$ cat src/sv/pcrp_pkg.sv
`default_nettype none
package pcrp_pkg;

  localparam int OUT_PORTS     = 16;
  localparam int MAX_ROUTE_LEN = 16;
  localparam int PLAN_CHANNELS = 16;

  localparam int OUT_W  = $clog2(OUT_PORTS);
  localparam int POS_W  = $clog2(MAX_ROUTE_LEN);
  localparam int LEN_W  = POS_W + 1;
  localparam int ADDR_W = OUT_W + POS_W;
  localparam int CH_W   = 4;
  localparam int CNT_W  = 5;

  typedef enum logic [2:0] {
    CMD_QUERY  = 3'd0,
    CMD_APPEND = 3'd1,
    CMD_SET    = 3'd2,
    CMD_TRUNC  = 3'd3,
    CMD_IDENT  = 3'd4
  } cmd_t;

  typedef enum logic [1:0] {
    MODE_SINGLE    = 2'd0,
    MODE_DYN_BELOW = 2'd1,
    MODE_DYN_ABOVE = 2'd2,
    MODE_CUSTOM    = 2'd3
  } mode_t;

  // Program steps; numbering matters, fall-through goes to step + 1.
  typedef enum logic [3:0] {
    P_IDLE       = 4'd0,
    P_RANGE      = 4'd1,
    P_EMIT_RANGE = 4'd2,
    P_CUSTOM     = 4'd3,
    P_EMIT_CUST  = 4'd4,
    P_EMPTY      = 4'd5,
    P_APPEND     = 4'd6,
    P_SET        = 4'd7,
    P_TRUNC      = 4'd8,
    P_IDENT      = 4'd9
  } step_t;

  typedef enum logic [3:0] {
    OP_IDLE,
    OP_CALC,
    OP_EMIT_RANGE,
    OP_CUST_START,
    OP_EMIT_CUST,
    OP_EMIT_EMPTY,
    OP_APPEND,
    OP_SET,
    OP_TRUNC,
    OP_IDENT
  } op_t;

  typedef enum logic [2:0] {
    C_NEXT,
    C_JUMP,
    C_DISPATCH,
    C_IF_EMPTY,
    C_IF_LENZ,
    C_EMIT
  } cond_t;

  typedef struct packed {
    op_t   op;
    cond_t cond;
    step_t target;
  } uword_t;

  typedef struct packed {
    op_t   op;
    logic  accept;
    mode_t mode;
  } ctrl_t;

  typedef struct packed {
    logic adv;
    logic last;
    logic empty;
    logic len_zero;
  } stat_t;

  typedef struct packed {
    logic [OUT_W-1:0] idx;
    logic [POS_W-1:0] pos;
    logic [CH_W-1:0]  src;
  } edit_t;

  typedef struct packed {
    logic [3:0]      dest_output;
    logic [3:0]      slot;
    logic [CH_W-1:0] source_channel;
    logic            silent;
    logic            empty_res;
    logic            last;
  } res_t;

  function automatic uword_t ucode(input step_t pc);
    uword_t w;
    case (pc)
      P_IDLE:       w = '{OP_IDLE,       C_DISPATCH, P_IDLE};
      P_RANGE:      w = '{OP_CALC,       C_IF_EMPTY, P_EMPTY};
      P_EMIT_RANGE: w = '{OP_EMIT_RANGE, C_EMIT,     P_IDLE};
      P_CUSTOM:     w = '{OP_CUST_START, C_IF_LENZ,  P_EMPTY};
      P_EMIT_CUST:  w = '{OP_EMIT_CUST,  C_EMIT,     P_IDLE};
      P_EMPTY:      w = '{OP_EMIT_EMPTY, C_EMIT,     P_IDLE};
      P_APPEND:     w = '{OP_APPEND,     C_JUMP,     P_IDLE};
      P_SET:        w = '{OP_SET,        C_JUMP,     P_IDLE};
      P_TRUNC:      w = '{OP_TRUNC,      C_JUMP,     P_IDLE};
      P_IDENT:      w = '{OP_IDENT,      C_JUMP,     P_IDLE};
      default:      w = '{OP_IDLE,       C_JUMP,     P_IDLE};
    endcase
    return w;
  endfunction

endpackage
`default_nettype wire

$ cat src/sv/pcrp_ifs.sv
`default_nettype none
interface pcrp_in_if;
  logic        valid;
  logic        ready;
  logic [2:0]  command;
  logic [3:0]  output_index;
  logic [15:0] connected_mask;
  logic [4:0]  channel_count;
  logic [3:0]  position;
  logic [3:0]  src;

  modport source (output valid, command, output_index, connected_mask, channel_count,
                  position, src, input ready);
  modport sink (input valid, command, output_index, connected_mask, channel_count,
                position, src, output ready);
endinterface

interface pcrp_out_if;
  logic       valid;
  logic       ready;
  logic [3:0] dest_output;
  logic [3:0] slot;
  logic [3:0] source_channel;
  logic       silent;
  logic       empty_res;
  logic       last;

  modport source (output valid, dest_output, slot, source_channel, silent, empty_res, last,
                  input ready);
  modport sink (input valid, dest_output, slot, source_channel, silent, empty_res, last,
                output ready);
endinterface

interface pcrp_cfg_if;
  logic       valid;
  logic       ready;
  logic [1:0] routing_mode;

  modport source (output valid, routing_mode, input ready);
  modport sink (input valid, routing_mode, output ready);
endinterface
`default_nettype wire

$ cat src/sv/poly_channel_route_planner.sv
`default_nettype none
// Polyphonic channel route planner. A query transfer names an output, a mask of
// connected outputs and the input channel count; the block answers with one
// result transfer per routed slot of that output (last marks the final one),
// or a single empty_res result when the output carries nothing. Edit transfers
// (append, set, truncate, reset to identity) change the custom lists and give
// no result. Flow: an item is taken in the sequencer's idle step; a query
// then passes through range or list setup and the emit loop, which gives
// one result per cycle and stalls with the output register; an edit runs
// its own edit step and then returns to the idle step.
// The custom lists sit in a 256 x 4 memory with a registered read port; the
// identity value of each list's first entry is held by a per-list flag, so
// reset takes effect at once with no clearing pass. routing_mode (reset:
// dynamic below) is written through the cfg channel, which is always ready.
module poly_channel_route_planner (
  input  logic       clk,
  input  logic       rst_n,
  pcrp_in_if.sink    in_if,
  pcrp_out_if.source out_if,
  pcrp_cfg_if.sink   cfg_if
);
  import pcrp_pkg::*;

  ctrl_t               ctrl;
  stat_t               stat;
  edit_t               req;
  logic [ADDR_W-1:0]   rd_addr;
  logic [CH_W-1:0]     rd_data;
  logic [LEN_W-1:0]    len_sel;
  logic                head_valid;
  logic                in_ready;

  // the user must let config writes arrive only while idle (not enforced by the block); they are always taken
  assign cfg_if.ready = 1'b1;
  assign in_if.ready  = in_ready;

  // step counter plus control-word table; owns the input handshake
  pcrp_sequencer u_seq (
    .clk        (clk),
    .rst_n      (rst_n),
    .in_valid   (in_if.valid),
    .in_command (in_if.command),
    .cfg_valid  (cfg_if.valid),
    .cfg_mode   (cfg_if.routing_mode),
    .stat       (stat),
    .in_ready   (in_ready),
    .ctrl       (ctrl)
  );

  // latched query fields, range planner and the result register
  pcrp_datapath u_dp (
    .clk               (clk),
    .rst_n             (rst_n),
    .ctrl              (ctrl),
    .in_output_index   (in_if.output_index),
    .in_connected_mask (in_if.connected_mask),
    .in_channel_count  (in_if.channel_count),
    .in_position       (in_if.position),
    .in_source         (in_if.src),
    .rd_data           (rd_data),
    .len_sel           (len_sel),
    .head_valid        (head_valid),
    .req               (req),
    .rd_addr           (rd_addr),
    .stat              (stat),
    .out_if            (out_if)
  );

  // custom list entries and lengths
  pcrp_route_store u_store (
    .clk        (clk),
    .rst_n      (rst_n),
    .op         (ctrl.op),
    .req        (req),
    .rd_addr    (rd_addr),
    .rd_data_r  (rd_data),
    .len_sel    (len_sel),
    .head_valid (head_valid)
  );

endmodule
`default_nettype wire

$ cat src/sv/pcrp_sequencer.sv
`default_nettype none
module pcrp_sequencer (
  input  logic           clk,
  input  logic           rst_n,
  input  logic           in_valid,
  input  logic [2:0]     in_command,
  input  logic           cfg_valid,
  input  logic [1:0]     cfg_mode,
  input  pcrp_pkg::stat_t stat,
  output logic           in_ready,
  output pcrp_pkg::ctrl_t ctrl
);
  import pcrp_pkg::*;

  step_t  pc_r, pc_nxt;
  mode_t  mode_r;
  uword_t uw;
  step_t  dispatch;
  logic   accept;

  assign uw       = ucode(pc_r);
  assign in_ready = (uw.cond == C_DISPATCH);
  assign accept   = in_valid && in_ready;

  always_comb begin
    case (cmd_t'(in_command))
      CMD_QUERY:  dispatch = (mode_r == MODE_CUSTOM) ? P_CUSTOM : P_RANGE;
      CMD_APPEND: dispatch = P_APPEND;
      CMD_SET:    dispatch = P_SET;
      CMD_TRUNC:  dispatch = P_TRUNC;
      CMD_IDENT:  dispatch = P_IDENT;
      default:    dispatch = P_IDLE;
    endcase
  end

  // next step
  always_comb begin
    case (uw.cond)
      C_NEXT:     pc_nxt = step_t'(pc_r + 4'd1);
      C_JUMP:     pc_nxt = uw.target;
      C_DISPATCH: pc_nxt = accept ? dispatch : pc_r;
      C_IF_EMPTY: pc_nxt = stat.empty ? uw.target : step_t'(pc_r + 4'd1);
      C_IF_LENZ:  pc_nxt = stat.len_zero ? uw.target : step_t'(pc_r + 4'd1);
      C_EMIT:     pc_nxt = (stat.adv && stat.last) ? uw.target : pc_r;
      default:    pc_nxt = P_IDLE;
    endcase
  end

  // control outputs
  always_comb begin
    ctrl.op     = uw.op;
    ctrl.accept = accept;
    ctrl.mode   = mode_r;
  end

  always_ff @(posedge clk) begin
    if (!rst_n) begin
      pc_r   <= P_IDLE;
      mode_r <= MODE_DYN_BELOW;
    end else begin
      pc_r <= pc_nxt;
      if (cfg_valid) mode_r <= mode_t'(cfg_mode);
    end
  end

endmodule
`default_nettype wire

$ cat src/sv/pcrp_route_store.sv
`default_nettype none
module pcrp_route_store (
  input  logic                          clk,
  input  logic                          rst_n,
  input  pcrp_pkg::op_t                 op,
  input  pcrp_pkg::edit_t               req,
  input  logic [pcrp_pkg::ADDR_W-1:0]   rd_addr,
  output logic [pcrp_pkg::CH_W-1:0]     rd_data_r,
  output logic [pcrp_pkg::LEN_W-1:0]    len_sel,
  output logic                          head_valid
);
  import pcrp_pkg::*;

  logic [CH_W-1:0]   mem [OUT_PORTS*MAX_ROUTE_LEN];
  logic [LEN_W-1:0]  len_r [OUT_PORTS];
  logic [LEN_W-1:0]  len_nxt;
  // entry zero of a list reads as its identity value until written
  logic [OUT_PORTS-1:0] head_r, head_nxt;
  logic              we;
  logic [POS_W-1:0]  wpos;

  assign len_sel    = len_r[req.idx];
  assign head_valid = head_r[req.idx];

  always_comb begin
    we       = 1'b0;
    wpos     = req.pos;
    len_nxt  = len_sel;
    head_nxt = head_r;
    case (op)
      OP_APPEND: begin
        if (len_sel < LEN_W'(MAX_ROUTE_LEN)) begin
          we      = 1'b1;
          wpos    = len_sel[POS_W-1:0];
          len_nxt = len_sel + 1'b1;
        end
      end
      OP_SET: begin
        if ({1'b0, req.pos} < len_sel) we = 1'b1;
      end
      OP_TRUNC: begin
        if ({1'b0, req.pos} < len_sel) len_nxt = {1'b0, req.pos};
      end
      default: ;
    endcase
    if (we && wpos == '0) head_nxt[req.idx] = 1'b1;
  end

  always_ff @(posedge clk) begin
    if (we) mem[{req.idx, wpos}] <= req.src;
    rd_data_r <= mem[rd_addr];
  end

  always_ff @(posedge clk) begin
    if (!rst_n || op == OP_IDENT) begin
      head_r <= '0;
      for (int i = 0; i < OUT_PORTS; i++) len_r[i] <= LEN_W'(1);
    end else begin
      head_r         <= head_nxt;
      len_r[req.idx] <= len_nxt;
    end
  end

endmodule
`default_nettype wire

$ cat src/sv/pcrp_datapath.sv
`default_nettype none
module pcrp_datapath (
  input  logic                        clk,
  input  logic                        rst_n,
  input  pcrp_pkg::ctrl_t             ctrl,
  input  logic [3:0]                  in_output_index,
  input  logic [15:0]                 in_connected_mask,
  input  logic [4:0]                  in_channel_count,
  input  logic [3:0]                  in_position,
  input  logic [3:0]                  in_source,
  input  logic [pcrp_pkg::CH_W-1:0]   rd_data,
  input  logic [pcrp_pkg::LEN_W-1:0]  len_sel,
  input  logic                        head_valid,
  output pcrp_pkg::edit_t             req,
  output logic [pcrp_pkg::ADDR_W-1:0] rd_addr,
  output pcrp_pkg::stat_t             stat,
  pcrp_out_if.source                  out_if
);
  import pcrp_pkg::*;

  logic [OUT_W-1:0]       idx_r;
  logic [OUT_PORTS-1:0]   mask_r;
  logic [CNT_W-1:0]       real_r;
  logic [POS_W-1:0]       pos_r;
  logic [CH_W-1:0]        src_r;
  logic [CNT_W-1:0]       cur_r, cur_nxt;
  logic [CNT_W-1:0]       end_r, end_nxt;
  logic [POS_W-1:0]       cnt_r, cnt_nxt;
  logic                   out_valid_r, out_valid_nxt;
  res_t                   res_r, res_nxt;

  logic [CNT_W-1:0]       plan, c_start, c_end;
  logic [OUT_W-1:0]       nxt_j, prv_j;
  logic                   has_nxt, has_prv, c_empty;
  logic                   adv;
  logic [CH_W-1:0]        cust_src;

  assign req = '{idx: idx_r, pos: pos_r, src: src_r};
  assign adv = !out_valid_r || out_if.ready;

  // range planning for the dynamic and single modes
  always_comb begin
    plan = (real_r == '0 || real_r > CNT_W'(PLAN_CHANNELS)) ? CNT_W'(PLAN_CHANNELS) : real_r;
    nxt_j   = '0;
    has_nxt = 1'b0;
    for (int j = OUT_PORTS - 1; j >= 0; j--) begin
      if (j > int'(idx_r) && mask_r[j]) begin
        nxt_j   = OUT_W'(j);
        has_nxt = 1'b1;
      end
    end
    prv_j   = '0;
    has_prv = 1'b0;
    for (int j = 0; j < OUT_PORTS; j++) begin
      if (j < int'(idx_r) && mask_r[j]) begin
        prv_j   = OUT_W'(j);
        has_prv = 1'b1;
      end
    end
    c_start = {1'b0, idx_r};
    c_end   = {1'b0, idx_r} + 1'b1;
    c_empty = 1'b0;
    if (ctrl.mode == MODE_DYN_BELOW || ctrl.mode == MODE_DYN_ABOVE) begin
      if (ctrl.mode == MODE_DYN_BELOW) begin
        c_end   = (has_nxt && {1'b0, nxt_j} < plan) ? {1'b0, nxt_j} : plan;
        c_start = ({1'b0, idx_r} < plan) ? {1'b0, idx_r} : plan;
      end else begin
        c_start = has_prv ? {1'b0, prv_j} + 1'b1 : '0;
        if (c_start > plan) c_start = plan;
        c_end = {1'b0, idx_r} + 1'b1;
      end
      if (c_end < c_start) c_end = c_start;
      if (c_end > plan) c_end = plan;
      c_empty = !mask_r[idx_r] || (c_end <= c_start);
    end
  end

  assign cust_src = (cnt_r == '0 && !head_valid) ? CH_W'(idx_r) : rd_data;

  always_comb begin
    stat.adv      = adv;
    stat.empty    = c_empty;
    stat.len_zero = (len_sel == '0);
    case (ctrl.op)
      OP_EMIT_RANGE: stat.last = (cur_r + 1'b1 == end_r);
      OP_EMIT_CUST:  stat.last = ({1'b0, cnt_r} + 1'b1 == len_sel);
      default:       stat.last = 1'b1;
    endcase
  end

  always_comb begin
    rd_addr = {idx_r, cnt_r};
    if (ctrl.op == OP_CUST_START) rd_addr = {idx_r, {POS_W{1'b0}}};
    else if (ctrl.op == OP_EMIT_CUST && adv) rd_addr = {idx_r, cnt_r + 1'b1};
  end

  always_comb begin
    cur_nxt       = cur_r;
    end_nxt       = end_r;
    cnt_nxt       = cnt_r;
    res_nxt       = res_r;
    out_valid_nxt = out_valid_r && !out_if.ready;
    case (ctrl.op)
      OP_CALC: begin
        cur_nxt = c_start;
        end_nxt = c_end;
        cnt_nxt = '0;
      end
      OP_CUST_START: cnt_nxt = '0;
      OP_EMIT_RANGE: begin
        if (adv) begin
          out_valid_nxt          = 1'b1;
          res_nxt.dest_output    = idx_r;
          res_nxt.slot           = cnt_r;
          res_nxt.source_channel = cur_r[CH_W-1:0];
          res_nxt.silent         = (cur_r >= real_r);
          res_nxt.empty_res      = 1'b0;
          res_nxt.last           = stat.last;
          cur_nxt                = cur_r + 1'b1;
          cnt_nxt                = cnt_r + 1'b1;
        end
      end
      OP_EMIT_CUST: begin
        if (adv) begin
          out_valid_nxt          = 1'b1;
          res_nxt.dest_output    = idx_r;
          res_nxt.slot           = cnt_r;
          res_nxt.source_channel = cust_src;
          res_nxt.silent         = ({1'b0, cust_src} >= real_r);
          res_nxt.empty_res      = 1'b0;
          res_nxt.last           = stat.last;
          cnt_nxt                = cnt_r + 1'b1;
        end
      end
      OP_EMIT_EMPTY: begin
        if (adv) begin
          out_valid_nxt          = 1'b1;
          res_nxt.dest_output    = idx_r;
          res_nxt.slot           = '0;
          res_nxt.source_channel = '0;
          res_nxt.silent         = 1'b0;
          res_nxt.empty_res      = 1'b1;
          res_nxt.last           = 1'b1;
        end
      end
      default: ;
    endcase
  end

  always_ff @(posedge clk) begin
    if (!rst_n) begin
      out_valid_r <= 1'b0;
    end else begin
      out_valid_r <= out_valid_nxt;
    end
  end

  always_ff @(posedge clk) begin
    cur_r <= cur_nxt;
    end_r <= end_nxt;
    cnt_r <= cnt_nxt;
    res_r <= res_nxt;
    if (ctrl.accept) begin
      idx_r  <= in_output_index;
      mask_r <= in_connected_mask;
      real_r <= in_channel_count;
      pos_r  <= in_position;
      src_r  <= in_source;
    end
  end

  assign out_if.valid          = out_valid_r;
  assign out_if.dest_output    = res_r.dest_output;
  assign out_if.slot           = res_r.slot;
  assign out_if.source_channel = res_r.source_channel;
  assign out_if.silent         = res_r.silent;
  assign out_if.empty_res      = res_r.empty_res;
  assign out_if.last           = res_r.last;

endmodule
`default_nettype wire
$ cat src/flat_wrapper.sv
// flat-port wrapper written by rule: the top's interface ports become plain ports
module poly_channel_route_planner_flat import pcrp_pkg::*;
  (clk, rst_n, in_if_valid, in_if_command, in_if_output_index, in_if_connected_mask, in_if_channel_count, in_if_position, in_if_src, in_if_ready, out_if_valid, out_if_dest_output, out_if_slot, out_if_source_channel, out_if_silent, out_if_empty_res, out_if_last, out_if_ready, cfg_if_valid, cfg_if_routing_mode, cfg_if_ready);
  pcrp_in_if in_if_i ();
  pcrp_out_if out_if_i ();
  pcrp_cfg_if cfg_if_i ();
  input  logic clk;
  input  logic rst_n;
  input wire logic [$bits(in_if_i.valid)-1:0] in_if_valid;
  input wire logic [$bits(in_if_i.command)-1:0] in_if_command;
  input wire logic [$bits(in_if_i.output_index)-1:0] in_if_output_index;
  input wire logic [$bits(in_if_i.connected_mask)-1:0] in_if_connected_mask;
  input wire logic [$bits(in_if_i.channel_count)-1:0] in_if_channel_count;
  input wire logic [$bits(in_if_i.position)-1:0] in_if_position;
  input wire logic [$bits(in_if_i.src)-1:0] in_if_src;
  output wire logic [$bits(in_if_i.ready)-1:0] in_if_ready;
  output wire logic [$bits(out_if_i.valid)-1:0] out_if_valid;
  output wire logic [$bits(out_if_i.dest_output)-1:0] out_if_dest_output;
  output wire logic [$bits(out_if_i.slot)-1:0] out_if_slot;
  output wire logic [$bits(out_if_i.source_channel)-1:0] out_if_source_channel;
  output wire logic [$bits(out_if_i.silent)-1:0] out_if_silent;
  output wire logic [$bits(out_if_i.empty_res)-1:0] out_if_empty_res;
  output wire logic [$bits(out_if_i.last)-1:0] out_if_last;
  input wire logic [$bits(out_if_i.ready)-1:0] out_if_ready;
  input wire logic [$bits(cfg_if_i.valid)-1:0] cfg_if_valid;
  input wire logic [$bits(cfg_if_i.routing_mode)-1:0] cfg_if_routing_mode;
  output wire logic [$bits(cfg_if_i.ready)-1:0] cfg_if_ready;
  assign in_if_i.valid = in_if_valid;
  assign in_if_i.command = in_if_command;
  assign in_if_i.output_index = in_if_output_index;
  assign in_if_i.connected_mask = in_if_connected_mask;
  assign in_if_i.channel_count = in_if_channel_count;
  assign in_if_i.position = in_if_position;
  assign in_if_i.src = in_if_src;
  assign in_if_ready = in_if_i.ready;
  assign out_if_valid = out_if_i.valid;
  assign out_if_dest_output = out_if_i.dest_output;
  assign out_if_slot = out_if_i.slot;
  assign out_if_source_channel = out_if_i.source_channel;
  assign out_if_silent = out_if_i.silent;
  assign out_if_empty_res = out_if_i.empty_res;
  assign out_if_last = out_if_i.last;
  assign out_if_i.ready = out_if_ready;
  assign cfg_if_i.valid = cfg_if_valid;
  assign cfg_if_i.routing_mode = cfg_if_routing_mode;
  assign cfg_if_ready = cfg_if_i.ready;
  poly_channel_route_planner u_core (.clk(clk), .rst_n(rst_n), .in_if(in_if_i), .out_if(out_if_i), .cfg_if(cfg_if_i));
endmodule
$ cat config.mk
export PLATFORM = sky130hd
export DESIGN_NAME = poly_channel_route_planner_flat
export DESIGN_NICKNAME = d
export VERILOG_FILES = /design/src/sv/pcrp_pkg.sv /design/src/sv/pcrp_ifs.sv /design/src/sv/poly_channel_route_planner.sv /design/src/sv/pcrp_sequencer.sv /design/src/sv/pcrp_route_store.sv /design/src/sv/pcrp_datapath.sv /design/src/flat_wrapper.sv
export SDC_FILE = /design/constraint.sdc
export NUM_CORES = 2
export LEC_CHECK = 0
export BUFFER_PORTS_ARGS = -buffer_cell sky130_fd_sc_hd__buf_2
export CAP_MARGIN = 20
export CORE_UTILIZATION = 35
export DETAILED_ROUTE_END_ITERATION = 16
export SLEW_MARGIN = 20
export SYNTH_ARGS = -nofsm -noshare
export SYNTH_HDL_FRONTEND = slang
export SYNTH_HIERARCHICAL = 1
export SYNTH_SLANG_ARGS = --single-unit
$ cat constraint.sdc
create_clock -name clk -period 9.1 [get_ports clk]
set_input_delay 0.91 -clock clk [delete_from_list [all_inputs] [get_ports clk]]
set_output_delay 0.91 -clock clk [all_outputs]
set_load 0.02 [all_outputs]
==> run summary <==
Post-synth top flop - edfxtp_1
WS Path Type - reg2reg
Final Skew - 0.03340 ns
Top-area cell type share of the netlist area - 68.07%
Dpl hpwl - 77840 µm
Largest net degree at the start of global routing - 170
Routed wl met2 - 60560 µm
Worst skew pair latency - 0.73 ns
DR pass1 iterations - 7
Critical path startpoint category - flop
Fin nets - 3247
Mean Syn Cell Area - 16.89 µm²
Initial antenna violation count - 0
Routed wl met3 - 7118 µm
Synth-to-Final Area Change - 13.48%
First-pass GRT wire length - 186200 µm
Final setup vio count - 0
Vias per cell - 5.436
Top area cells in the synthesized netlist - edfxtp_1 68%, mux4_2 13%, nor2_1 2.9%
Status - finished clean
Synth Net Count - 3137
FF+latch count, synth - 1201
Clock buffer depth - 3
DIE HEIGHT - 385.4 µm
Sequential area share after synthesis - 69.43%
Most numerous cell in the Yosys netlist - edfxtp_1
CP max-delay cell - or4bb_1
Max Clock Freq - 0.1140 GHz
Buffers on Ports - 59
Worst-Margin Slew - 1.128 ns
Initial DRC Count - 2845
Final wirelength - 124300 µm
Post-layout instance area - 58370 µm²
Peak supply drop - 0.2953 mV
Total GRT Usage - 16.64%
Critical Path Fanout Max - 7
Clock sink total - 1201
Cell Count, Final, Fillers Out - 5176
Core Area - 145700 µm²
CP max stage delay - 0.58 ns
Die extent in x - 385.4 µm
Clk pin slew, worst setup/hold paths - 0.07 ns
Synth cell types - 101
Fin. Hold Viols - 0
Critical path data arrival time - 9.35 ns
Antenna viol nets, final - 0
Worst r2r path cells - 48
Initial Util - 35.29%
Hold slack - 0.3638 ns
Max Cap Violations - 0
Root Driver - clkbuf_16
Vias in the first global route - 28410
Fin crit share - 96.42%
Pins Over Slew Limit - 0
Number of synthesized flops with an enable pin - 1166
Power per cell area - 326.2 nW/µm²
Top sig layer - met4
Placed Instances - 4923
Layout cells sized above 1 - 23.17%
Async SR Flop Fraction - 0%
Synth warnings - 6
Post-DR wirelength/cell - 24.01 µm
RD Place Congestion - 0.8593
Yosys top cell by area - edfxtp_1
HP Class - in2reg
I/O pin total - 61
# H-tree levels - 3
Synth cell count leaders - 1166 x edfxtp_1, 403 x nor2_1, 295 x mux4_2, 141 x nand2_1, 70 x buf_2
DRC violations left - 0
Critical path capture point type - flop
DRT met1 WL - 53370 µm
Gr ovfl total - 0
Worst Hold Depth - 1
P_leak - 18.20 nW
Hold Path Origin - in_if_connected_mask[15]
Fillers - 13130
Row count - 140
Netlist Area Pre-Place - 51440 µm²
Max_slew headroom - 23.99%
Worst r2r src - u_core/u_dp/idx_r[0]
Critical path startpoint - u_core/u_dp/idx_r[0]
Placed Area - 54050 µm²
CTS Hold Buffers Added - 0
CTS tree - built
Cells after Synth - 3045
Die area - 148500 µm²
CP required - 9.67 ns
Num CTS Buffers - 121
Min Tclk post-route - 8.774 ns
DR vias - 28140
Layout Utilization - 40.05%
FF+latch area - 35710 µm²
Footprint of the multi-input gates - 14940 µm²
Most frequent cell on the critical path - nor2b_1
==> critical path: cells and delay by family, from the launching register on <==
family | cells | cell delay, ns
muxes | 2 | 0.35
DFF | 1 | 0.49
and+or+nand+nor | 9 | 1.50
adders and majority gates | 6 | 1.62
AOI/OAI and AO/OA | 26 | 4.14
buffers and inverters | 5 | 0.54
==> layer usage <==
layer	vias to the layer above	GRT usage, %
li1	12310	-
met1	14660	23.07
met5	-	0
met4	0	4.897
met2	950	27.18
met3	217	2.371
==> stage by stage <==
stage               TNS (ns)  power, mW  setup WS (ns)
floorplan                  0      11.83         0.2518
global placement           0      13.91         0.1633
detailed placement  -0.03025      13.96       -0.03025
CTS                        0      18.90        0.02377
global route         -0.1961      19.89        -0.1014
finish                     0      19.04         0.3256
==> registers in the layout, summed over array words and instances, names as in the netlist, 2 cells and up <==
name / flops
u_core/u_dp/out_if.source_channel: 4
u_core/u_store/mem: 1024
u_core/u_dp/src_r: 4
u_core/u_dp/out_if.slot: 4
u_core/u_store/rd_data_r: 4
u_core/u_dp/out_if.dest_output: 4
u_core/u_dp/pos_r: 4
u_core/u_dp/real_r: 5
u_core/u_store/len_r: 80
u_core/u_store/head_r: 16
u_core/u_dp/cnt_r: 4
u_core/u_dp/cur_r: 5
u_core/u_dp/idx_r: 4
u_core/u_seq/mode_r: 2
u_core/u_dp/mask_r: 16
u_core/u_dp/end_r: 5
u_core/u_seq/pc_r: 4
u_core/u_seq/uw: 8
==> final timing paths <==
check,endpoint,slack (ns)
worst max-delay path,u_core/u_seq/uw[4],0.33
worst min-delay path,u_core/u_dp/mask_r[15],0.36
worst max register to register,u_core/u_seq/uw[4],0.33
worst min register to register,u_core/u_store/head_r[5],0.45
==> cell families (layout without fill, tap and decap cells) <==
kind of cell             Yosys count  in the layout  synth area share [%]
AO/OA/AOI/OAI                    358            358                 5.077
flip-flops                      1201           1201                 69.43
buffers and inverters            230            443                 2.148
AND/OR/NAND/NOR                  810            810                 7.227
multiplexers                     376            376                 14.57
other                              1              2              0.007291
adder cells (fa/ha/maj)           49             49                 1.192
XOR/XNOR                          20             20                0.3406
==> cell usage in the layout (no fill, tap or decap), types with 13 or more instances in the layout <==
cell type	netlist	layout
a211oi_1	18	18
a21oi_1	62	57
a22o_1	13	13
a22oi_1	22	22
a31oi_1	16	13
buf_2	70	60
buf_4	33	95
clkbuf_1	59	25
clkbuf_16	0	121
clkinv_1	0	26
clkinv_2	0	22
dfxtp_1	35	35
edfxtp_1	1166	1166
ha_1	49	41
inv_1	50	46
mux2_2	16	16
mux2i_1	63	61
mux4_2	295	295
nand2_1	141	141
nand2b_1	42	42
nand3_1	51	50
nor2_1	403	400
nor2b_1	40	40
nor3_1	32	27
o21ai_0	52	45
o22ai_1	32	32
o31ai_1	22	19
==> final cells by class <==
| type | count | share of cell area (%) |
|---|---|---|
| sequential | 1201 | 61.19 |
| multi-input combinational | 1614 | 25.60 |
| clock buffer | 146 | 5.348 |
| tap | 1917 | 4.109 |
| timing repair buffer | 165 | 2.047 |
| clock inverter | 80 | 1.370 |
| inverter | 52 | 0.3344 |
| antenna | 1 | 0.004287 |
==> timing repair <==
item | 4_1_cts | 5_1_grt
pin swaps | 0 | 18
endpoints found under the setup margin | 5 | 12
resized for setup | 3 | 43
buffers inserted | 0 | 26
hold endpoints to repair | 0 | 0
==> power by group <==
part / switching (mW) / total, mW / internal [mW]
Clock: 2.12 / 4.91 / 2.79
Sequential: 0.154 / 6.72 / 6.57
Combinational: 4.17 / 7.41 / 3.24
Total: 6.44 / 19.0 / 12.6
(Power assumes the default switching activity.)
